`src/design/klk_pkg.sv`:
```
// ----------------------------------------------------------------------------
// klk_pkg: shared types and constants for the keypad password lock
// Beat layouts, configuration record, phase encoding, event codes and the
// keypad matrix to ASCII map.
// ----------------------------------------------------------------------------
package klk_pkg;

  // Number of characters in one code entry.
  localparam int CODE_LENGTH_DEFAULT = 4;

  // Event kinds carried by an input beat. Code 3 means nothing and is ignored.
  localparam logic [1:0] KIND_CARD = 2'd0;
  localparam logic [1:0] KIND_KEY  = 2'd1;
  localparam logic [1:0] KIND_TICK = 2'd2;

  // Result event codes.
  localparam logic [3:0] EV_NONE         = 4'd0;
  localparam logic [3:0] EV_CARD_OK      = 4'd1;
  localparam logic [3:0] EV_DIGIT        = 4'd2;
  localparam logic [3:0] EV_UNLOCKED     = 4'd3;
  localparam logic [3:0] EV_WRONG_RETRY  = 4'd4;
  localparam logic [3:0] EV_TIMEOUT_RETRY = 4'd5;
  localparam logic [3:0] EV_FROZEN       = 4'd6;
  localparam logic [3:0] EV_EXHAUSTED    = 4'd7;
  localparam logic [3:0] EV_LOCKOUT_OVER = 4'd8;

  // Configuration register indexes.
  localparam logic [1:0] REG_PIN_CODE      = 2'd0;
  localparam logic [1:0] REG_MAX_TRIES     = 2'd1;
  localparam logic [1:0] REG_ENTRY_TIMEOUT = 2'd2;
  localparam logic [1:0] REG_LOCKOUT       = 2'd3;

  // Configuration reset values ("1234", four tries, 10 s entry, 20 s lockout).
  localparam logic [31:0] PIN_CODE_RESET      = 32'h3132_3334;
  localparam logic [3:0]  MAX_TRIES_RESET     = 4'd4;
  localparam logic [7:0]  ENTRY_TIMEOUT_RESET = 8'd10;
  localparam logic [15:0] LOCKOUT_RESET       = 16'd20;

  // Saturation limits of the counters.
  localparam logic [3:0] TRIES_MAX   = 4'hF;
  localparam logic [7:0] SECONDS_MAX = 8'hFF;

  typedef enum logic [1:0] {
    PH_IDLE,
    PH_ENTRY,
    PH_FROZEN
  } phase_t;

  typedef struct packed {
    logic [1:0] kind;
    logic [1:0] key_row;
    logic [1:0] key_column;
  } item_t;

  typedef struct packed {
    logic [3:0] event_code;
    logic [7:0] key_char;
    logic [3:0] tries_used;
    logic       red_light;
    logic       green_light;
  } result_t;

  typedef struct packed {
    logic [31:0] pin_code;
    logic [3:0]  max_tries;
    logic [7:0]  entry_timeout_seconds;
    logic [15:0] lockout_seconds;
  } cfg_t;

  // Keypad map, indexed by {row, column}: rows "BACD", "639#", "5280", "417*".
  localparam logic [7:0] KEYMAP [16] = '{
    8'd66, 8'd65, 8'd67, 8'd68,
    8'd54, 8'd51, 8'd57, 8'd35,
    8'd53, 8'd50, 8'd56, 8'd48,
    8'd52, 8'd49, 8'd55, 8'd42
  };

  function automatic logic [7:0] key_to_char(input logic [1:0] row, input logic [1:0] col);
    return KEYMAP[{row, col}];
  endfunction

endpackage

```
`src/design/keypad_password_lock.sv`:
```
// ----------------------------------------------------------------------------
// keypad_password_lock: card and keypad door lock controller
// A card beat opens a code entry, key beats supply characters from a 4x4
// matrix, tick beats count seconds for the entry timeout and the lockout.
// ----------------------------------------------------------------------------
//
//   Channel  Handshake                    Payload                 Direction
//   -------  ---------------------------  ----------------------  ---------
//   item     item_valid / item_ready      item (item_t)           in
//   result   result_valid / result_ready  result (result_t)       out
//   cfg      cfg_valid / cfg_ready        cfg_index, cfg_data     in
//
// Every input beat yields exactly one result beat. An accepted beat waits in
// the input register until the result register is empty or being drained,
// then moves into the result register, where the result beat is offered. One
// beat is accepted per cycle while item_ready is high.
// The path runs through an input register, the decision logic in klk_core,
// and a result register; the lock state updates as the result register loads.
// When the result side stalls, one beat waits in the input register and
// item_ready drops only while both registers are full and not drained.
// Reset is synchronous: it empties both registers, returns the lock to idle
// and reloads the configuration defaults. Configuration writes are always
// accepted, since cfg_ready is tied high.
//
module keypad_password_lock #(
  parameter int CODE_LENGTH = klk_pkg::CODE_LENGTH_DEFAULT
) (
  input  logic             clk,
  input  logic             rst,
  input  logic             item_valid,
  output logic             item_ready,
  input  klk_pkg::item_t   item,
  output logic             result_valid,
  input  logic             result_ready,
  output klk_pkg::result_t result,
  input  logic             cfg_valid,
  output logic             cfg_ready,
  input  logic [1:0]       cfg_index,
  input  logic [31:0]      cfg_data
);
  import klk_pkg::*;

  // Configuration registers.
  cfg_t cfg;

  // Input register stage.
  logic    a_valid;
  item_t   a_item;
  logic    b_load;
  result_t core_res;

  assign cfg_ready = 1'b1;

  always_ff @(posedge clk) begin
    if (rst) begin
      cfg.pin_code              <= PIN_CODE_RESET;
      cfg.max_tries             <= MAX_TRIES_RESET;
      cfg.entry_timeout_seconds <= ENTRY_TIMEOUT_RESET;
      cfg.lockout_seconds       <= LOCKOUT_RESET;
    end else if (cfg_valid && cfg_ready) begin
      unique case (cfg_index)
        REG_PIN_CODE:      cfg.pin_code              <= cfg_data;
        REG_MAX_TRIES:     cfg.max_tries             <= cfg_data[3:0];
        REG_ENTRY_TIMEOUT: cfg.entry_timeout_seconds <= cfg_data[7:0];
        REG_LOCKOUT:       cfg.lockout_seconds       <= cfg_data[15:0];
      endcase
    end
  end

  // The result register loads whenever it is empty or being drained; the
  // input register then hands its beat on and can take a new one at once.
  assign b_load     = a_valid && (!result_valid || result_ready);
  assign item_ready = !a_valid || b_load;

  always_ff @(posedge clk) begin
    if (rst) begin
      a_valid <= 1'b0;
    end else if (item_ready) begin
      a_valid <= item_valid;
    end
  end

  always_ff @(posedge clk) begin
    if (item_valid && item_ready) begin
      a_item <= item;
    end
  end

  klk_core #(
    .CODE_LENGTH(CODE_LENGTH)
  ) u_core (
    .clk  (clk),
    .rst  (rst),
    .en   (b_load),
    .item (a_item),
    .cfg  (cfg),
    .res  (core_res)
  );

  always_ff @(posedge clk) begin
    if (rst) begin
      result_valid <= 1'b0;
    end else if (!result_valid || result_ready) begin
      result_valid <= a_valid;
    end
  end

  always_ff @(posedge clk) begin
    if (b_load) begin
      result <= core_res;
    end
  end

`ifndef SYNTHESIS
  // Both registers are empty right after reset.
  a_reset_empty: assert property (@(posedge clk)
    rst |=> !a_valid && !result_valid)
    else $error("pipeline not empty after reset");

  // A beat held in the input register during a stall is not lost or altered.
  a_hold_input: assert property (@(posedge clk) disable iff (rst)
    a_valid && !item_ready |=> a_valid && $stable(a_item))
    else $error("held input beat changed");

  // An unlock always shows green and never red.
  a_unlock_green: assert property (@(posedge clk) disable iff (rst)
    result_valid && result.event_code == EV_UNLOCKED |-> result.green_light && !result.red_light)
    else $error("unlock without green light");

  // The two lights are never on together.
  a_lights_exclusive: assert property (@(posedge clk) disable iff (rst)
    result_valid |-> !(result.red_light && result.green_light))
    else $error("red and green lit together");
`endif

endmodule

```
`src/design/klk_core.sv`:
```
// ----------------------------------------------------------------------------
// klk_core: lock state and one-beat decision logic
// Holds the lock state, works out the result for the beat in the input
// register and commits the new state when the result register loads.
// ----------------------------------------------------------------------------
module klk_core #(
  parameter int CODE_LENGTH = klk_pkg::CODE_LENGTH_DEFAULT
) (
  input  logic             clk,
  input  logic             rst,
  input  logic             en,
  input  klk_pkg::item_t   item,
  input  klk_pkg::cfg_t    cfg,
  output klk_pkg::result_t res
);
  import klk_pkg::*;

  localparam int CNT_W = $clog2(CODE_LENGTH + 1);
  localparam int IDX_W = (CODE_LENGTH > 1) ? $clog2(CODE_LENGTH) : 1;

  phase_t             phase, phase_next;
  logic [7:0]         entered_chars [CODE_LENGTH];
  logic [CNT_W-1:0]   chars_entered, chars_entered_next;
  logic [3:0]         tries_count, tries_count_next;
  logic [7:0]         entry_seconds, entry_seconds_next;
  logic [15:0]        lockout_remaining, lockout_remaining_next;
  logic               red_state, red_state_next;
  logic               green_state, green_state_next;
  logic               char_wr;

  logic [7:0] ch;
  logic       last_key;
  logic       match;
  logic [3:0] tries_inc;
  logic       limit_hit;
  logic [7:0] seconds_inc;
  logic       timed_out;
  logic       lockout_done;
  logic [3:0] event_code;

  assign ch           = key_to_char(item.key_row, item.key_column);
  assign last_key     = (chars_entered == CNT_W'(CODE_LENGTH - 1));
  assign tries_inc    = (tries_count == TRIES_MAX) ? TRIES_MAX : tries_count + 4'd1;
  assign limit_hit    = (tries_inc >= cfg.max_tries);
  assign seconds_inc  = (entry_seconds == SECONDS_MAX) ? SECONDS_MAX : entry_seconds + 8'd1;
  assign timed_out    = (seconds_inc >= cfg.entry_timeout_seconds);
  assign lockout_done = (lockout_remaining <= 16'd1);

  // Compare stored characters and the key now pressed against the code.
  // Positions beyond the four bytes of the code expect zero.
  always_comb begin
    logic [7:0] want;
    logic [7:0] got;
    match = 1'b1;
    for (int k = 0; k < CODE_LENGTH; k++) begin
      if (CODE_LENGTH - 1 - k > 3) begin
        want = 8'd0;
      end else begin
        want = cfg.pin_code[8 * (CODE_LENGTH - 1 - k) +: 8];
      end
      got = (k == CODE_LENGTH - 1) ? ch : entered_chars[k];
      if (got != want) begin
        match = 1'b0;
      end
    end
  end

  // Next phase.
  always_comb begin
    phase_next = phase;
    unique case (item.kind)
      KIND_CARD: begin
        if (phase == PH_IDLE) phase_next = PH_ENTRY;
      end
      KIND_KEY: begin
        if (phase == PH_ENTRY && last_key) begin
          if (match) begin
            phase_next = PH_IDLE;
          end else if (limit_hit) begin
            phase_next = PH_FROZEN;
          end
        end
      end
      KIND_TICK: begin
        if (phase == PH_ENTRY && timed_out && limit_hit) begin
          phase_next = PH_IDLE;
        end else if (phase == PH_FROZEN && lockout_done) begin
          phase_next = PH_IDLE;
        end
      end
      default: phase_next = phase;
    endcase
  end

  // Counters, lights and the event code.
  always_comb begin
    chars_entered_next     = chars_entered;
    tries_count_next       = tries_count;
    entry_seconds_next     = entry_seconds;
    lockout_remaining_next = lockout_remaining;
    red_state_next         = red_state;
    green_state_next       = green_state;
    char_wr                = 1'b0;
    event_code             = EV_NONE;
    res.key_char           = 8'd0;
    unique case (item.kind)
      KIND_CARD: begin
        if (phase == PH_IDLE) begin
          tries_count_next   = 4'd0;
          chars_entered_next = '0;
          entry_seconds_next = 8'd0;
          event_code         = EV_CARD_OK;
        end
      end
      KIND_KEY: begin
        if (phase == PH_ENTRY) begin
          res.key_char = ch;
          char_wr      = 1'b1;
          if (last_key) begin
            tries_count_next   = tries_inc;
            chars_entered_next = '0;
            entry_seconds_next = 8'd0;
            if (match) begin
              green_state_next = 1'b1;
              red_state_next   = 1'b0;
              event_code       = EV_UNLOCKED;
            end else begin
              red_state_next   = 1'b1;
              green_state_next = 1'b0;
              if (limit_hit) begin
                lockout_remaining_next = cfg.lockout_seconds;
                event_code             = EV_FROZEN;
              end else begin
                event_code = EV_WRONG_RETRY;
              end
            end
          end else begin
            chars_entered_next = chars_entered + CNT_W'(1);
            event_code         = EV_DIGIT;
          end
        end
      end
      KIND_TICK: begin
        if (phase == PH_ENTRY) begin
          entry_seconds_next = seconds_inc;
          if (timed_out) begin
            tries_count_next   = tries_inc;
            chars_entered_next = '0;
            entry_seconds_next = 8'd0;
            event_code         = limit_hit ? EV_EXHAUSTED : EV_TIMEOUT_RETRY;
          end
        end else if (phase == PH_FROZEN) begin
          if (lockout_done) begin
            lockout_remaining_next = 16'd0;
            event_code             = EV_LOCKOUT_OVER;
          end else begin
            lockout_remaining_next = lockout_remaining - 16'd1;
          end
        end
      end
      default: event_code = EV_NONE;
    endcase
    res.event_code  = event_code;
    res.tries_used  = tries_count_next;
    res.red_light   = red_state_next;
    res.green_light = green_state_next;
  end

  always_ff @(posedge clk) begin
    if (rst) begin
      phase             <= PH_IDLE;
      chars_entered     <= '0;
      tries_count       <= 4'd0;
      entry_seconds     <= 8'd0;
      lockout_remaining <= 16'd0;
      red_state         <= 1'b0;
      green_state       <= 1'b0;
    end else if (en) begin
      phase             <= phase_next;
      chars_entered     <= chars_entered_next;
      tries_count       <= tries_count_next;
      entry_seconds     <= entry_seconds_next;
      lockout_remaining <= lockout_remaining_next;
      red_state         <= red_state_next;
      green_state       <= green_state_next;
    end
  end

  // Entered characters need no reset: each is written before it is compared.
  always_ff @(posedge clk) begin
    if (en && char_wr && !last_key) begin
      entered_chars[chars_entered[IDX_W-1:0]] <= ch;
    end
  end

endmodule
```
`config.mk`:
```
export PLATFORM = sky130hd
export DESIGN_NAME = keypad_password_lock
export DESIGN_NICKNAME = d
export VERILOG_FILES = /design/src/design/klk_pkg.sv /design/src/design/keypad_password_lock.sv /design/src/design/klk_core.sv
export SDC_FILE = /design/constraint.sdc
export NUM_CORES = 1
export LEC_CHECK = 0
export CORE_ASPECT_RATIO = 0.6
export CORE_MARGIN = 1.5
export CORE_UTILIZATION = 58
export DETAILED_ROUTE_END_ITERATION = 16
export DONT_BUFFER_PORTS = 1
export GPL_ROUTABILITY_DRIVEN = 1
export PLACE_DENSITY_LB_ADDON = 0.12
export SLEW_MARGIN = 40
export SYNTH_ARGS = -nofsm -noshare
export SYNTH_HDL_FRONTEND = slang
export SYNTH_HIERARCHICAL = 1
export SYNTH_SLANG_ARGS = --single-unit
```
`constraint.sdc`:
```
create_clock -name clk -period 3 [get_ports clk]
set_input_delay 0 -clock clk [delete_from_list [all_inputs] [get_ports clk]]
set_output_delay 0 -clock clk [all_outputs]
set_load 0.05 [all_outputs]
```
* Word-level counts from Yosys, hierarchy flattened
Memories as Yosys holds them, arrays and structs flattened.
Cells that the tools add are included.
** Operators by class
- Add/subtract/negate cells :: 4
- $lt $le $gt $ge :: 4
- Equal/unequal tests :: 26
- Muxes and demuxes :: 64
- Bitwise operators :: 1
- Reduce and logical (&&, ||, !) cells :: 27
** Operator list (number)
- $mux W16 :: 7
- $mux W8 :: 8
- $mux W4 :: 13
- $ne A8 B8 Y1 :: 4
- $pmux W16 S2 :: 1
- $pmux W4 S3 :: 2
- $pmux W8 S3 :: 1
- $reduce_and A6 Y1 :: 3
- $mux W1 :: 17
- $le A16 B1 Y1 const B :: 1
- $mux W2 :: 8
- $ne A2 B1 Y1 const B :: 8
- $sub A16 B1 Y16 const B :: 1
- $mux W3 :: 5
- $reduce_and A2 Y1 :: 5
- $pmux W3 S3 :: 1
- $add A8 B1 Y8 const B :: 1
- $eq A2 B2 Y1 const B :: 4
- $eq A8 B8 Y1 const B :: 1
- $ge A8 B8 Y1 :: 1
- $logic_and A1 B1 Y1 :: 8
- $reduce_and A8 Y1 :: 1
- $eq A2 B1 Y1 const B :: 3
- $logic_not A2 Y1 :: 3
- other kinds (14) :: 19
** Word-level totals
- Bits in registers :: 121
- Bits in writable memories :: 32
- ROM bits :: 128
- Output and inout port bits :: 21
- Word-level logic and storage cells :: 149
- Memories kept :: 2
** Memory list
- (name not given) :: depth 16, width 8, read ports 1, clocked after memory_dff 0, wr ports 0, RTL line klk_pkg.sv:79 : return KEYMAP[{row, col}];
- u_core.entered_chars :: depth 4, width 8, read ports 3, clocked after memory_dff 0, wr ports 1, RTL line klk_core.sv:22 : logic [7:0] entered_chars [CODE_LENGTH];

* Depth between registers and ports, before layout
Gate-level depths: netlist of run 1.
- Depth in word-level cells :: 10
- Mapped depth :: 14
- Gate-level depth less buffers :: 14

* Cells and area by module
Netlist of run 1, hierarchy kept.
** By module, submodules not included
- klk_core :: instances 1, cells each 490, area an instance 4236.6 um2, seq. area each 1331.3 um2
- keypad_password_lock :: instances 1, cells each 281, area an instance 3354.5 um2, seq. area each 1961.9 um2

* Worst setup path before layout of run 1
Ideal clock, no wire load.
- Kind :: register -> register
- From :: reg u_core.entry_seconds[0]
- To :: reg u_core.entry_seconds[4]
- Library setup time :: 0.065 ns
- Arrival time :: 3.091 ns
- Data required time :: 2.935 ns
- Setup slack :: -0.156 ns
- Stages on the path, launching flop included :: 15
- Path buffers :: 0
- Cell sequence :: dfxtp_1 -> ha_1 -> nand3_1 -> nor2_1 -> nand3_1 -> nand2_1 -> inv_1 -> ha_1 -> nand2b_1 -> a2111o_1 -> a31o_2 -> nor3_2 -> a21oi_1 -> a2bb2oi_1 -> nor2_1
** On the way
- Cells in the longest elaborated chain, start to end :: 6
- Elaborated cells between the ends (all ways) :: 7
** RTL lines
- start, declared :: RTL line klk_core.sv:25 : logic [7:0] entry_seconds, entry_seconds_next;
- start signal, assigned :: RTL line klk_core.sv:182 : entry_seconds <= entry_seconds_next;
- $add A8 B1 Y8 or $eq A8 B8 Y1 (tied branches) :: RTL line klk_core.sv:45 : assign seconds_inc = (entry_seconds == SECONDS_MAX) ? SECONDS_MAX : entry_seconds + 8'd1;
- $mux W8 (*) :: RTL line klk_core.sv:45
- $ge A8 B8 Y1 :: RTL line klk_core.sv:46 : assign timed_out = (seconds_inc >= cfg.entry_timeout_seconds);
- $mux W8 (*) :: RTL line klk_core.sv:146 : if (timed_out) begin
- $mux W8 (*) :: RTL line klk_core.sv:144 : if (phase == PH_ENTRY) begin
- $pmux W8 S3 (*) :: RTL line klk_core.sv:106 : unique case (item.kind)
Every way passes the cells marked *; elsewhere a longest branch is shown, timed or not. The select of a mux whose other input is x is not followed.
A chain may end at the register's enable or synchronous reset.

==> run_summary.xml, run 1 <==
<?xml version="1.0" encoding="UTF-8"?>
<metrics>
  <group name="detailed_routing">
    <metric name="dr_wl_met2" unit="mm">8.721</metric>
    <metric name="route.detailed.drc" unit="">0</metric>
    <metric name="detailedRoute.firstPassIterationCount" unit="">6</metric>
    <metric name="vias_per_cell" unit="">5.931</metric>
    <metric name="initialDrtViolationCount" unit="">554</metric>
    <metric name="met1Wirelength" unit="mm">9.055</metric>
    <metric name="num_vias" unit="">5984</metric>
    <metric name="drt.antenna.violating_nets" unit="">0</metric>
    <metric name="dr.max_layer_used" unit="">met4</metric>
    <metric name="wire_per_inst" unit="um">19.53</metric>
    <metric name="met3_length" unit="mm">1.638</metric>
    <metric name="routed_wirelength" unit="mm">19.71</metric>
  </group>
  <group name="timing">
    <metric name="setup_violations_final" unit="">0</metric>
    <metric name="min_period" unit="ns">2.899</metric>
    <metric name="finalWorstSetupSlack" unit="ns">0.1010</metric>
    <metric name="worstMarginPinSlew" unit="ns">0.7688</metric>
    <metric name="timing.fmax" unit="MHz">344.9</metric>
    <metric name="hold_worst_slack" unit="ns">0.007110</metric>
    <metric name="finalClockSkew" unit="ns">0.01083</metric>
    <metric name="worst_slew_margin_rel" unit="%">48.60</metric>
    <metric name="hold_viol_final" unit="">0</metric>
    <metric name="setup_total_negative_slack" unit="ns">0</metric>
    <metric name="timing.final.crit_share" unit="%">96.63</metric>
    <metric name="report.final.slew_viol_count" unit="">0</metric>
  </group>
  <group name="die">
    <metric name="fp.coreArea" unit="sq mm">0.01281</metric>
    <metric name="rows" unit="">32</metric>
    <metric name="io_pins" unit="">66</metric>
    <metric name="die_height" unit="um">91.62</metric>
    <metric name="chipWidth" unit="um">150.7</metric>
    <metric name="floorplan.initialDensity" unit="%">59.25</metric>
    <metric name="fp.dieArea" unit="sq mm">0.01381</metric>
  </group>
  <group name="grt">
    <metric name="antenna_found_initial" unit="">0</metric>
    <metric name="grtUsageTotal" unit="%">29.80</metric>
    <metric name="first_global_vias" unit="">6031</metric>
    <metric name="global_route_wire_length_before_repair" unit="mm">31.17</metric>
    <metric name="grt_start_max_net_pins" unit="">125</metric>
    <metric name="total_gr_overflow" unit="">0</metric>
  </group>
  <group name="yosys">
    <metric name="synth_seq_cells" unit="">142</metric>
    <metric name="synth_edf_count" unit="">45</metric>
    <metric name="syn-cell-area" unit="sq mm">0.007591</metric>
    <metric name="syn-instance-count" unit="">771</metric>
    <metric name="yosys_warnings" unit="">6</metric>
    <metric name="synth_ff_type" unit="">sky130_fd_sc_hd__dfxtp_1</metric>
    <metric name="postSynth.asyncResetShare" unit="%">0</metric>
    <metric name="syn-mean-instance-area" unit="sq um">9.846</metric>
    <metric name="synth_cell_types" unit="">73</metric>
    <metric name="syn-num-nets" unit="">845</metric>
    <metric name="synth_seq_area_share" unit="%">43.38</metric>
  </group>
  <group name="setup_path">
    <metric name="sort_of_element_at_the_end_of_the_critical_path" unit="">register</metric>
    <metric name="critPathLaunchType" unit="">register</metric>
    <metric name="crit_path_cell_trace" unit="">ha_4 -&gt; nand3_2 -&gt; nor2_4 -&gt; nand3_2 -&gt; buf_4 -&gt; nand2b_1 -&gt; ha_1 -&gt; a2111o_1 -&gt; a31o_4 -&gt; nand3_4 -&gt; a21oi_4 -&gt; a22o_1</metric>
    <metric name="cp_common_cell" unit="">sky130_fd_sc_hd__nand3_2</metric>
    <metric name="cp_data_arrival_time" unit="ns">3.06</metric>
    <metric name="worst-path-buf-inv" unit="">1</metric>
    <metric name="timing.critical_path.fanout_max" unit="">9</metric>
    <metric name="worst_setup_path_startpoint" unit="">u_core/entry_seconds[0]</metric>
    <metric name="r2r-start" unit="">u_core/entry_seconds[0]</metric>
    <metric name="cp_max_stage_delay" unit="ns">0.50</metric>
    <metric name="timing.critical_path.max_delay_family" unit="">compound AO/OA/AOI/OAI gates</metric>
    <metric name="crit_type" unit="">reg -&gt; reg</metric>
    <metric name="worstPathRequired" unit="ns">3.16</metric>
    <metric name="worst_path_max_delay_cell" unit="">sky130_fd_sc_hd__a2111o_1</metric>
  </group>
  <group name="cells_and_area">
    <metric name="post_layout_instance_count_excluding_filler_cells" unit="">1009</metric>
    <metric name="register_area" unit="sq mm">0.003302</metric>
    <metric name="finish.net_count" unit="">900</metric>
    <metric name="filler_cell_count" unit="">940</metric>
    <metric name="antenna_cells" unit="">0</metric>
    <metric name="total_area_of_multi_input_combinational_cells" unit="sq mm">0.004074</metric>
    <metric name="fraction_of_layout_cells_with_a_size_suffix_above_1" unit="%">12.28</metric>
    <metric name="syn2layout_area_growth" unit="%">19.52</metric>
  </group>
  <group name="clock_tree">
    <metric name="clk_latency" unit="ns">0.42</metric>
    <metric name="ctsHtreeMaxLevel" unit="">4</metric>
    <metric name="cts_inserted_buffers" unit="">17</metric>
    <metric name="cts_tree" unit="">built</metric>
    <metric name="clkSinkCount" unit="">142</metric>
    <metric name="worst_setup_hold_path_clk_slew" unit="ns">0.06</metric>
    <metric name="ctsLongestPathBuffers" unit="">2</metric>
    <metric name="library_cell_used_as_clock_root_buffer" unit="">sky130_fd_sc_hd__clkbuf_16</metric>
  </group>
  <group name="worst_hold_path">
    <metric name="hold_start" unit="">cfg_data[7]</metric>
    <metric name="min_path_type" unit="">in -&gt; reg</metric>
  </group>
  <group name="run">
    <metric name="timing.max_cap.violations" unit="">0</metric>
  </group>
  <group name="status">
    <metric name="run_status" unit="">finished clean</metric>
  </group>
  <group name="power">
    <metric name="switching_power" unit="uW">1172</metric>
    <metric name="vdd.ir_drop.worst" unit="uV">313.8</metric>
    <metric name="share_seq_of_total_power" unit="%">42.2</metric>
    <metric name="p_clk_share" unit="%">47.6</metric>
    <metric name="internal_power" unit="uW">3802</metric>
    <metric name="power.density_cell_area" unit="mW/mm^2">548.2</metric>
    <metric name="power.leakage" unit="uW">0.003550</metric>
    <metric name="switching_share" unit="%">23.56</metric>
    <metric name="power_frac_comb" unit="%">10.2</metric>
    <metric name="design_power_total" unit="uW">4973</metric>
  </group>
  <group name="placed_design">
    <metric name="gp_congestion" unit="">0.8979</metric>
    <metric name="dp.cells" unit="">927</metric>
    <metric name="dpl_worst_slack" unit="ns">-0.09379</metric>
    <metric name="post-dp-hpwl" unit="mm">12.78</metric>
    <metric name="buffer_ports.inserted" unit="">0</metric>
  </group>
</metrics>
[per-layer routing]
layer	vias to the layer above	global-route usage, %
met5	-	0
met3	28	7.363
met2	265	44.27
li1	2846	-
met1	2845	42.11
met4	0	10.68
[state kept, by name (all words and copies together) (netlist names)]
name	cells
a_item	6
a_valid	1
cfg	60
result	18
result_valid	1
u_core/chars_entered	3
u_core/entered_chars	21
u_core/entry_seconds	8
u_core/green_state	1
u_core/lockout_remaining	16
u_core/phase	2
u_core/red_state	1
u_core/tries_count	4
[logic make-up after synthesis]
group | Yosys count | share of synthesized area [%]
compound gates | 134 | 12.72
fa+ha+maj | 29 | 4.780
flops | 142 | 43.38
buf+inv | 76 | 5.044
xor+xnor | 33 | 3.906
simple gates | 288 | 21.15
other cells | 2 | 0.09893
mux | 67 | 8.917
[cell type report]
cell class	instances	area share (%)
tap	170	2.345
multi-input combinational	553	44.90
timing repair buffer	74	7.585
clock buffer	19	4.772
sequential	142	36.40
clock inverter	13	2.427
inverter	38	1.572
[Yosys cell counts, types with 4 or more instances]
master                      instances  area share, %
sky130_fd_sc_hd__mux2_2             5           0.74
sky130_fd_sc_hd__nor4_1             6           0.49
sky130_fd_sc_hd__inv_1             36            1.8
sky130_fd_sc_hd__a211oi_1           6           0.59
sky130_fd_sc_hd__xnor2_1           23            2.7
sky130_fd_sc_hd__o21ai_0           24            1.6
sky130_fd_sc_hd__buf_4             11            1.1
sky130_fd_sc_hd__and3_1             6           0.49
sky130_fd_sc_hd__nor2b_1            4           0.33
sky130_fd_sc_hd__nand3b_1           6           0.59
sky130_fd_sc_hd__xor2_1             9            1.0
sky130_fd_sc_hd__o211a_1            5           0.66
sky130_fd_sc_hd__o32ai_1            7           0.81
sky130_fd_sc_hd__and2_1             8           0.66
sky130_fd_sc_hd__nor3_1            13           0.86
sky130_fd_sc_hd__o21a_1             5           0.49
sky130_fd_sc_hd__a22oi_1            7           0.69
sky130_fd_sc_hd__a22o_1             9            1.0
sky130_fd_sc_hd__or3_1              9           0.74
sky130_fd_sc_hd__a21oi_1           34            2.2
sky130_fd_sc_hd__clkbuf_1          18           0.89
sky130_fd_sc_hd__nand2_1           34            1.7
sky130_fd_sc_hd__dfxtp_1           97             26
sky130_fd_sc_hd__buf_2              6           0.40
sky130_fd_sc_hd__ha_1              29            4.8
sky130_fd_sc_hd__nand3_1           15           0.99
sky130_fd_sc_hd__nor2_1            72            3.6
sky130_fd_sc_hd__edfxtp_1          45             18
sky130_fd_sc_hd__nand2b_1          78            6.4
sky130_fd_sc_hd__nand4_1           13            1.1
sky130_fd_sc_hd__mux2i_1           62            8.2
sky130_fd_sc_hd__o2bb2ai_1          5           0.58
[layout by cell type, fill, tap and decap left out, types with 28 or more instances in the layout]
cell type and instances:
sky130_fd_sc_hd__nand2_1 33, sky130_fd_sc_hd__inv_1 36, sky130_fd_sc_hd__a21oi_1 32, sky130_fd_sc_hd__nand2b_1 78
sky130_fd_sc_hd__buf_4 28, sky130_fd_sc_hd__nor2_1 69, sky130_fd_sc_hd__dlygate4sd3_1 45, sky130_fd_sc_hd__dfxtp_1 94
sky130_fd_sc_hd__edfxtp_1 45, sky130_fd_sc_hd__mux2i_1 62
[path summary, 6_finish.rpt]
kind,slack (ns),depth (start not counted),to
max,0.10,12,result[5]
min,0.007,2,cfg[7]
max reg2reg,0.10,12,result[5]
min reg2reg,0.47,2,result_valid
[power groups by stage]
stage               sequential [uW]  clock, uW  combinational, uW
floorplan                      2130          0                317
global placement               2140          0                391
finish                         2100       2370                505
detailed placement             2140          0                399
global route                   2110       2450                545
CTS                            2100       2370                482
[metrics by stage]
step,util [%],area [sq um]
after floorplan,-,7610
after global placement,60.63,7769
after detailed placement,60.63,7769
after CTS,69.62,8920
after global routing,70.81,9072
final,70.81,9072
[what timing repair did]
| item | CTS | global route |
|---|---|---|
| setup endpoints to repair | 13 | 37 |
| gates resized for setup | 10 | 22 |
| buffers inserted | 0 | 4 |
| pin swaps | 0 | 10 |
| cloned | 0 | 0 |
| hold buffers | 45 | 1 |
| endpoints found under the hold margin | 101 | 3 |
(Power assumes the default switching activity.)
==> run 2: changes to the inputs <==
--- a/config.mk
+++ b/config.mk
@@ -5,11 +5,11 @@
 export SDC_FILE = /design/constraint.sdc
 export NUM_CORES = 1
 export LEC_CHECK = 0
+export BUFFER_PORTS_ARGS = -buffer_cell sky130_fd_sc_hd__buf_2
 export CORE_ASPECT_RATIO = 0.6
 export CORE_MARGIN = 1.5
-export CORE_UTILIZATION = 58
+export CORE_UTILIZATION = 54
 export DETAILED_ROUTE_END_ITERATION = 16
-export DONT_BUFFER_PORTS = 1
 export GPL_ROUTABILITY_DRIVEN = 1
 export PLACE_DENSITY_LB_ADDON = 0.12
 export SLEW_MARGIN = 40
==> run 2 against run 1 <==
Core utilization decreased by 3.4 points. Largest cell class unchanged. Combinational power increased by 12%. Register-to-register slack improved by 0.04 ns. Critical endpoint is now u_core/tries_count[0]. Critical path type unchanged.
==> run_summary.xml, run 2 (synthesis results as in run 1) <==
<?xml version="1.0" encoding="UTF-8"?>
<metrics>
  <group name="timing">
    <metric name="timing.final.crit_share" unit="%">95.39</metric>
    <metric name="worstMarginPinSlew" unit="ns">0.8021</metric>
    <metric name="setup_violations_final" unit="">0</metric>
    <metric name="min_period" unit="ns">2.862</metric>
    <metric name="finalClockSkew" unit="ns">0.008840</metric>
    <metric name="report.final.slew_viol_count" unit="">0</metric>
    <metric name="worst_slew_margin_rel" unit="%">46.38</metric>
    <metric name="timing.fmax" unit="MHz">349.5</metric>
    <metric name="hold_viol_final" unit="">0</metric>
  </group>
  <group name="placed_design">
    <metric name="post-dp-hpwl" unit="mm">13.45</metric>
    <metric name="gp_congestion" unit="">0.8920</metric>
    <metric name="dp.cells" unit="">1013</metric>
    <metric name="buffer_ports.inserted" unit="">64</metric>
    <metric name="post_place_cell_area" unit="sq mm">0.008119</metric>
  </group>
  <group name="setup_path">
    <metric name="worstPathRequired" unit="ns">3.31</metric>
    <metric name="timing.critical_path.fanout_max" unit="">5</metric>
    <metric name="cp_data_arrival_time" unit="ns">3.17</metric>
    <metric name="sort_of_element_at_the_end_of_the_critical_path" unit="">register</metric>
    <metric name="critPathLaunchType" unit="">register</metric>
    <metric name="crit_type" unit="">reg -&gt; reg</metric>
  </group>
  <group name="detailed_routing">
    <metric name="num_vias" unit="">6203</metric>
    <metric name="vias_per_cell" unit="">5.686</metric>
    <metric name="wire_per_inst" unit="um">17.79</metric>
    <metric name="drt.antenna.violating_nets" unit="">0</metric>
    <metric name="initialDrtViolationCount" unit="">478</metric>
    <metric name="route.detailed.drc" unit="">0</metric>
    <metric name="detailedRoute.firstPassIterationCount" unit="">5</metric>
    <metric name="routed_wirelength" unit="mm">19.41</metric>
  </group>
  <group name="cells_and_area">
    <metric name="fraction_of_layout_cells_with_a_size_suffix_above_1" unit="%">18.91</metric>
    <metric name="fin_util" unit="%">67.43</metric>
    <metric name="layout.cells.most_common" unit="">sky130_fd_sc_hd__dfxtp_1</metric>
    <metric name="register_area" unit="sq mm">0.003299</metric>
    <metric name="total_area_of_multi_input_combinational_cells" unit="sq mm">0.004039</metric>
    <metric name="filler_cell_count" unit="">1059</metric>
    <metric name="top_library_cells_by_usage_in_the_layout_fill_and_taps_aside" unit="">sky130_fd_sc_hd__dfxtp_1 (94), sky130_fd_sc_hd__nand2b_1 (78), sky130_fd_sc_hd__nor2_1 (70), sky130_fd_sc_hd__buf_2 (63), sky130_fd_sc_hd__mux2i_1 (62)</metric>
    <metric name="largest_reg_flops" unit="">60</metric>
    <metric name="post_layout_instance_count_excluding_filler_cells" unit="">1091</metric>
    <metric name="finish.net_count" unit="">960</metric>
    <metric name="antenna_cells" unit="">0</metric>
    <metric name="final_cell_area" unit="sq mm">0.009244</metric>
    <metric name="syn2layout_area_growth" unit="%">21.77</metric>
    <metric name="registers.top_by_ff_count" unit="">cfg</metric>
  </group>
  <group name="die">
    <metric name="die_height" unit="um">94.84</metric>
    <metric name="rows" unit="">33</metric>
    <metric name="fp.coreArea" unit="sq mm">0.01371</metric>
    <metric name="chipWidth" unit="um">156.1</metric>
    <metric name="io_pins" unit="">66</metric>
    <metric name="floorplan.initialDensity" unit="%">55.38</metric>
    <metric name="fp.dieArea" unit="sq mm">0.01480</metric>
  </group>
  <group name="grt">
    <metric name="grt_most_used_layer" unit="">met2</metric>
    <metric name="total_gr_overflow" unit="">0</metric>
    <metric name="grt.met3_usage" unit="%">5.461</metric>
    <metric name="grtUsageTotal" unit="%">27.58</metric>
    <metric name="antenna_found_initial" unit="">0</metric>
    <metric name="grt_start_max_net_pins" unit="">63</metric>
    <metric name="global_route_wire_length_before_repair" unit="mm">30.92</metric>
    <metric name="first_global_vias" unit="">5903</metric>
    <metric name="groute.layer.met1.usage" unit="%">40.23</metric>
    <metric name="globalRouteMet2Util" unit="%">41.22</metric>
  </group>
  <group name="run">
    <metric name="timing.max_cap.violations" unit="">0</metric>
  </group>
  <group name="clock_tree">
    <metric name="cts_inserted_buffers" unit="">17</metric>
    <metric name="clkSinkCount" unit="">142</metric>
    <metric name="clk_latency" unit="ns">0.42</metric>
    <metric name="cts_tree" unit="">built</metric>
    <metric name="worst_setup_hold_path_clk_slew" unit="ns">0.07</metric>
    <metric name="ctsLongestPathBuffers" unit="">2</metric>
    <metric name="library_cell_used_as_clock_root_buffer" unit="">sky130_fd_sc_hd__clkbuf_16</metric>
    <metric name="ctsHtreeMaxLevel" unit="">4</metric>
  </group>
  <group name="power">
    <metric name="power.leakage" unit="uW">0.003748</metric>
    <metric name="power.density_cell_area" unit="mW/mm^2">501.5</metric>
    <metric name="vdd.ir_drop.worst" unit="uV">342.4</metric>
  </group>
  <group name="worst_hold_path">
    <metric name="min_path_type" unit="">in -&gt; reg</metric>
  </group>
  <group name="status">
    <metric name="run_status" unit="">finished clean</metric>
  </group>
</metrics>
## run 2: per-layer routing
layer / wire length [um] / part of all wire, % / vias to the layer above
li1: - / - / 2967
met1: 9511 / 49 / 2966
met2: 8214 / 42 / 248
met3: 1436 / 7.4 / 22
met4: 251 / 1.3 / 0
met5: 0 / 0 / -
## run 2: where the power goes
part / switching (uW) / internal (uW)
registers: 35.5 / 2030
clock network: 884 / 1120
logic: 331 / 232
total: 1250 / 3390
## run 2: worst paths after layout
check,to,cells after the start,slack [ns],startpoint
max,u_core/tries_count[0],14,0.14,u_core/entry_seconds[0]
max reg2reg,u_core/tries_count[0],14,0.14,u_core/entry_seconds[0]
min reg2reg,u_core/lockout_remaining[12],2,0.48,u_core/lockout_remaining[12]
min,cfg[57],3,0.03,cfg_index[0]
## run 2: layout make-up
class / instances / share of cell area (%)
Multi-Input combinational cell: 553 / 43.69
Sequential cell: 142 / 35.69
Timing Repair Buffer: 134 / 10.46
Clock buffer: 18 / 4.873
Tap cell: 192 / 2.599
Inverter: 38 / 1.543
Clock inverter: 14 / 1.137
## run 2: stage by stage
| step | TNS [ns] | total power [uW] | worst slack (ns) | hold WS (ns) |
|---|---|---|---|---|
| finish | 0 | 4635 | 0.1384 | 0.02729 |
| global route | -0.01600 | 4788 | -0.01021 | 0.02025 |
| CTS | 0 | 4638 | 0.002764 | 0.01298 |
| detailed placement | -0.1275 | 2606 | -0.04048 | 0.1790 |
| global placement | 0 | 2592 | 0.08811 | 0.1775 |
| floorplan | 0 | 2451 | 0.01653 | 0.09887 |
## run 2: what timing repair did
item | in CTS | in global routing
resized for setup | 7 | 21
pin swaps | 0 | 6
setup buffers | 0 | 5
endpoints found under the hold margin | 69 | 0
setup endpoints to repair | 9 | 37
hold buffers | 41 | 0
## run 2: worst max-delay path, cell delays in order (launching register included)
cell and delay, ns:
sky130_fd_sc_hd__dfxtp_4 0.37, sky130_fd_sc_hd__ha_2 0.19, sky130_fd_sc_hd__nand3_2 0.11, sky130_fd_sc_hd__nor2_4 0.12, sky130_fd_sc_hd__nand3_2 0.11, sky130_fd_sc_hd__nand2_2 0.10
sky130_fd_sc_hd__inv_1 0.05, sky130_fd_sc_hd__ha_1 0.26, sky130_fd_sc_hd__nand2b_1 0.14, sky130_fd_sc_hd__a2111o_1 0.43, sky130_fd_sc_hd__a31o_4 0.28, sky130_fd_sc_hd__nand3_2 0.10
sky130_fd_sc_hd__a21oi_2 0.10, sky130_fd_sc_hd__and3_4 0.22, sky130_fd_sc_hd__a22o_1 0.18
==> run 3: changes to the inputs <==
--- a/config.mk
+++ b/config.mk
@@ -5,7 +5,7 @@
 export SDC_FILE = /design/constraint.sdc
 export NUM_CORES = 1
 export LEC_CHECK = 0
-export BUFFER_PORTS_ARGS = -buffer_cell sky130_fd_sc_hd__buf_2
+export BUFFER_PORTS_ARGS = -buffer_cell sky130_fd_sc_hd__buf_4
 export CORE_ASPECT_RATIO = 0.6
 export CORE_MARGIN = 1.5
 export CORE_UTILIZATION = 54
==> run 3 against run 2 <==
Critical path depth decreased by 2. Sequential cell count unchanged. Sequential power about the same. Maximum frequency barely moved. Global-route usage rose by 0.35 points. Non-clock buffer count is 1 lower. First-iteration DRC count grew 14%. Power up 1.5%. Die area unchanged. Combinational power grew 3%. Critical path type unchanged.
==> run_summary.xml, run 3 (synthesis results as in run 1) <==
<?xml version="1.0" encoding="UTF-8"?>
<metrics>
  <group name="die">
    <metric name="fp.dieArea" unit="sq mm">0.01480</metric>
    <metric name="io_pins" unit="">66</metric>
    <metric name="floorplan.initialDensity" unit="%">55.38</metric>
    <metric name="rows" unit="">33</metric>
    <metric name="chipWidth" unit="um">156.1</metric>
    <metric name="die_height" unit="um">94.84</metric>
    <metric name="fp.coreArea" unit="sq mm">0.01371</metric>
  </group>
  <group name="timing">
    <metric name="grt_setup_unrepaired" unit="">true</metric>
    <metric name="setup_total_negative_slack" unit="ns">0</metric>
    <metric name="finalClockSkew" unit="ns">0.01036</metric>
    <metric name="report.final.slew_viol_count" unit="">0</metric>
    <metric name="setup_violations_final" unit="">0</metric>
    <metric name="hold_worst_slack" unit="ns">0.01969</metric>
    <metric name="worstMarginPinSlew" unit="ns">0.7630</metric>
    <metric name="hold_viol_final" unit="">0</metric>
    <metric name="timing.fmax" unit="MHz">349.5</metric>
    <metric name="worst_slew_margin_rel" unit="%">48.99</metric>
    <metric name="min_period" unit="ns">2.861</metric>
    <metric name="timing.final.crit_share" unit="%">95.38</metric>
  </group>
  <group name="cells_and_area">
    <metric name="fraction_of_layout_cells_with_a_size_suffix_above_1" unit="%">18.60</metric>
    <metric name="syn2layout_area_growth" unit="%">23.83</metric>
    <metric name="finish.net_count" unit="">959</metric>
    <metric name="largest_reg_flops" unit="">60</metric>
    <metric name="final_cell_area" unit="sq mm">0.009400</metric>
    <metric name="registers.top_by_ff_count" unit="">cfg</metric>
    <metric name="total_area_of_multi_input_combinational_cells" unit="sq mm">0.004038</metric>
    <metric name="top_library_cells_by_usage_in_the_layout_fill_and_taps_aside" unit="">sky130_fd_sc_hd__dfxtp_1 (94), sky130_fd_sc_hd__buf_4 (93), sky130_fd_sc_hd__nand2b_1 (78), sky130_fd_sc_hd__nor2_1 (70), sky130_fd_sc_hd__mux2i_1 (62)</metric>
    <metric name="antenna_cells" unit="">0</metric>
    <metric name="layout.cells.most_common" unit="">sky130_fd_sc_hd__dfxtp_1</metric>
    <metric name="register_area" unit="sq mm">0.003297</metric>
    <metric name="filler_cell_count" unit="">1063</metric>
  </group>
  <group name="setup_path">
    <metric name="crit_type" unit="">reg -&gt; reg</metric>
    <metric name="sort_of_element_at_the_end_of_the_critical_path" unit="">register</metric>
    <metric name="timing.critical_path.fanout_max" unit="">5</metric>
    <metric name="critPathLaunchType" unit="">register</metric>
    <metric name="worstPathRequired" unit="ns">3.17</metric>
    <metric name="r2r-start" unit="">u_core/entry_seconds[2]</metric>
    <metric name="cp_data_arrival_time" unit="ns">3.03</metric>
    <metric name="critical_path.reg2reg.endpoint" unit="">result[2]</metric>
    <metric name="r2r_setup_slack" unit="ns">0.14</metric>
    <metric name="ff2ff_path_depth" unit="">12</metric>
  </group>
  <group name="detailed_routing">
    <metric name="detailedRoute.firstPassIterationCount" unit="">6</metric>
    <metric name="routed_wirelength" unit="mm">19.89</metric>
    <metric name="route.detailed.drc" unit="">0</metric>
    <metric name="num_vias" unit="">6247</metric>
    <metric name="initialDrtViolationCount" unit="">547</metric>
    <metric name="vias_per_cell" unit="">5.731</metric>
    <metric name="drt.antenna.violating_nets" unit="">0</metric>
    <metric name="wire_per_inst" unit="um">18.25</metric>
  </group>
  <group name="placed_design">
    <metric name="gp_congestion" unit="">0.8902</metric>
    <metric name="post_place_cell_area" unit="sq mm">0.008299</metric>
    <metric name="post-dp-hpwl" unit="mm">13.57</metric>
    <metric name="buffer_ports.inserted" unit="">64</metric>
  </group>
  <group name="worst_hold_path">
    <metric name="min_path_type" unit="">in -&gt; reg</metric>
    <metric name="hold_start" unit="">cfg_data[0]</metric>
    <metric name="worstHoldPathCells" unit="">3</metric>
    <metric name="timing.hold.worst_endpoint" unit="">cfg[0]</metric>
  </group>
  <group name="status">
    <metric name="run_status" unit="">finished clean</metric>
  </group>
  <group name="clock_tree">
    <metric name="ctsHtreeMaxLevel" unit="">4</metric>
    <metric name="clk_latency" unit="ns">0.42</metric>
    <metric name="cts_tree" unit="">built</metric>
    <metric name="clkSinkCount" unit="">142</metric>
    <metric name="worst_setup_hold_path_clk_slew" unit="ns">0.07</metric>
    <metric name="cts_inserted_buffers" unit="">17</metric>
    <metric name="library_cell_used_as_clock_root_buffer" unit="">sky130_fd_sc_hd__clkbuf_16</metric>
    <metric name="ctsLongestPathBuffers" unit="">2</metric>
  </group>
  <group name="power">
    <metric name="power.density_cell_area" unit="mW/mm^2">500.6</metric>
    <metric name="vdd.ir_drop.worst" unit="uV">354.1</metric>
    <metric name="power.leakage" unit="uW">0.003793</metric>
  </group>
  <group name="grt">
    <metric name="groute.layer.met1.usage" unit="%">39.24</metric>
    <metric name="grt.met3_usage" unit="%">4.773</metric>
    <metric name="global_route_wire_length_before_repair" unit="mm">31.37</metric>
    <metric name="grt_most_used_layer" unit="">met2</metric>
    <metric name="total_gr_overflow" unit="">0</metric>
    <metric name="globalRouteMet2Util" unit="%">43.00</metric>
    <metric name="first_global_vias" unit="">6077</metric>
    <metric name="grt_start_max_net_pins" unit="">67</metric>
    <metric name="antenna_found_initial" unit="">0</metric>
    <metric name="grtUsageTotal" unit="%">27.92</metric>
  </group>
  <group name="run">
    <metric name="timing.max_cap.violations" unit="">0</metric>
  </group>
</metrics>
-- run 3: routing by layer --
layer / routed length, um / share of wire, %
met4: 330 / 1.7
met2: 8698 / 44
met1: 9485 / 48
met5: 0 / 0
met3: 1377 / 6.9
-- run 3: metrics by stage --
stage               std cells  util (%)  worst slack, ns  total power [uW]
floorplan                 771         -          0.01653              2451
global placement         1016     60.54          0.05462              2608
detailed placement       1016     60.54         -0.02874              2624
CTS                      1087     67.61        -0.007000              4704
global route             1090     68.57         -0.05180              4852
finish                   1090     68.57           0.1387              4706
-- run 3: power by group --
part / total [uW] / leakage, uW / internal [uW] / switching [uW]
combinational: 580 / 0.00230 / 249 / 331
sequential: 2070 / 0.00121 / 2030 / 36.0
clock: 2060 / 0.000280 / 1170 / 883
total: 4710 / 0.00379 / 3460 / 1250
-- run 3: layout make-up --
type,count,share of cell area (%)
multi-input combinational,553,42.95
clock inverter,12,1.012
clock buffer,20,5.098
timing repair buffer,133,11.79
tap,192,2.556
inverter,38,1.517
sequential,142,35.07
-- run 3: worst max-delay path: stages, from the launching register on --
cell                       delay (ns)
sky130_fd_sc_hd__dfxtp_2         0.37
sky130_fd_sc_hd__nand3_1         0.14
sky130_fd_sc_hd__inv_1           0.10
sky130_fd_sc_hd__nand3_1         0.10
sky130_fd_sc_hd__nor2_1          0.12
sky130_fd_sc_hd__mux2_2          0.35
sky130_fd_sc_hd__ha_1            0.30
sky130_fd_sc_hd__nand2_1         0.14
sky130_fd_sc_hd__nor2_4          0.16
sky130_fd_sc_hd__a31oi_4         0.12
sky130_fd_sc_hd__o21ai_1         0.20
sky130_fd_sc_hd__o211ai_1        0.22
sky130_fd_sc_hd__a22o_1          0.29
-- run 3: worst max path at each step --
stage	cells after the start	slack, ns	start	to
2_1_floorplan	14	0.02	u_core/entry_seconds[0]	u_core/tries_count[3]
3_3_place_gp	14	0.05	u_core/entry_seconds[0]	u_core/phase[0]
3_5_place_dp	13	-0.03	u_core/entry_seconds[2]	u_core/tries_count[2]
4_1_cts	14	-0.007	u_core/entry_seconds[0]	u_core/chars_entered[0]
5_1_grt	13	-0.05	u_core/entry_seconds[0]	u_core/chars_entered[0]
6_report	12	0.14	u_core/entry_seconds[2]	result[2]
-- run 3: what timing repair did --
item / in CTS / in global routing
setup endpoints to repair: 7 / 36
pin swaps: 0 / 10
buffers inserted: 0 / 3
hold buffers: 39 / 0
gates cloned: 0 / 0
endpoints found under the hold margin: 54 / 0
resized for setup: 3 / 22
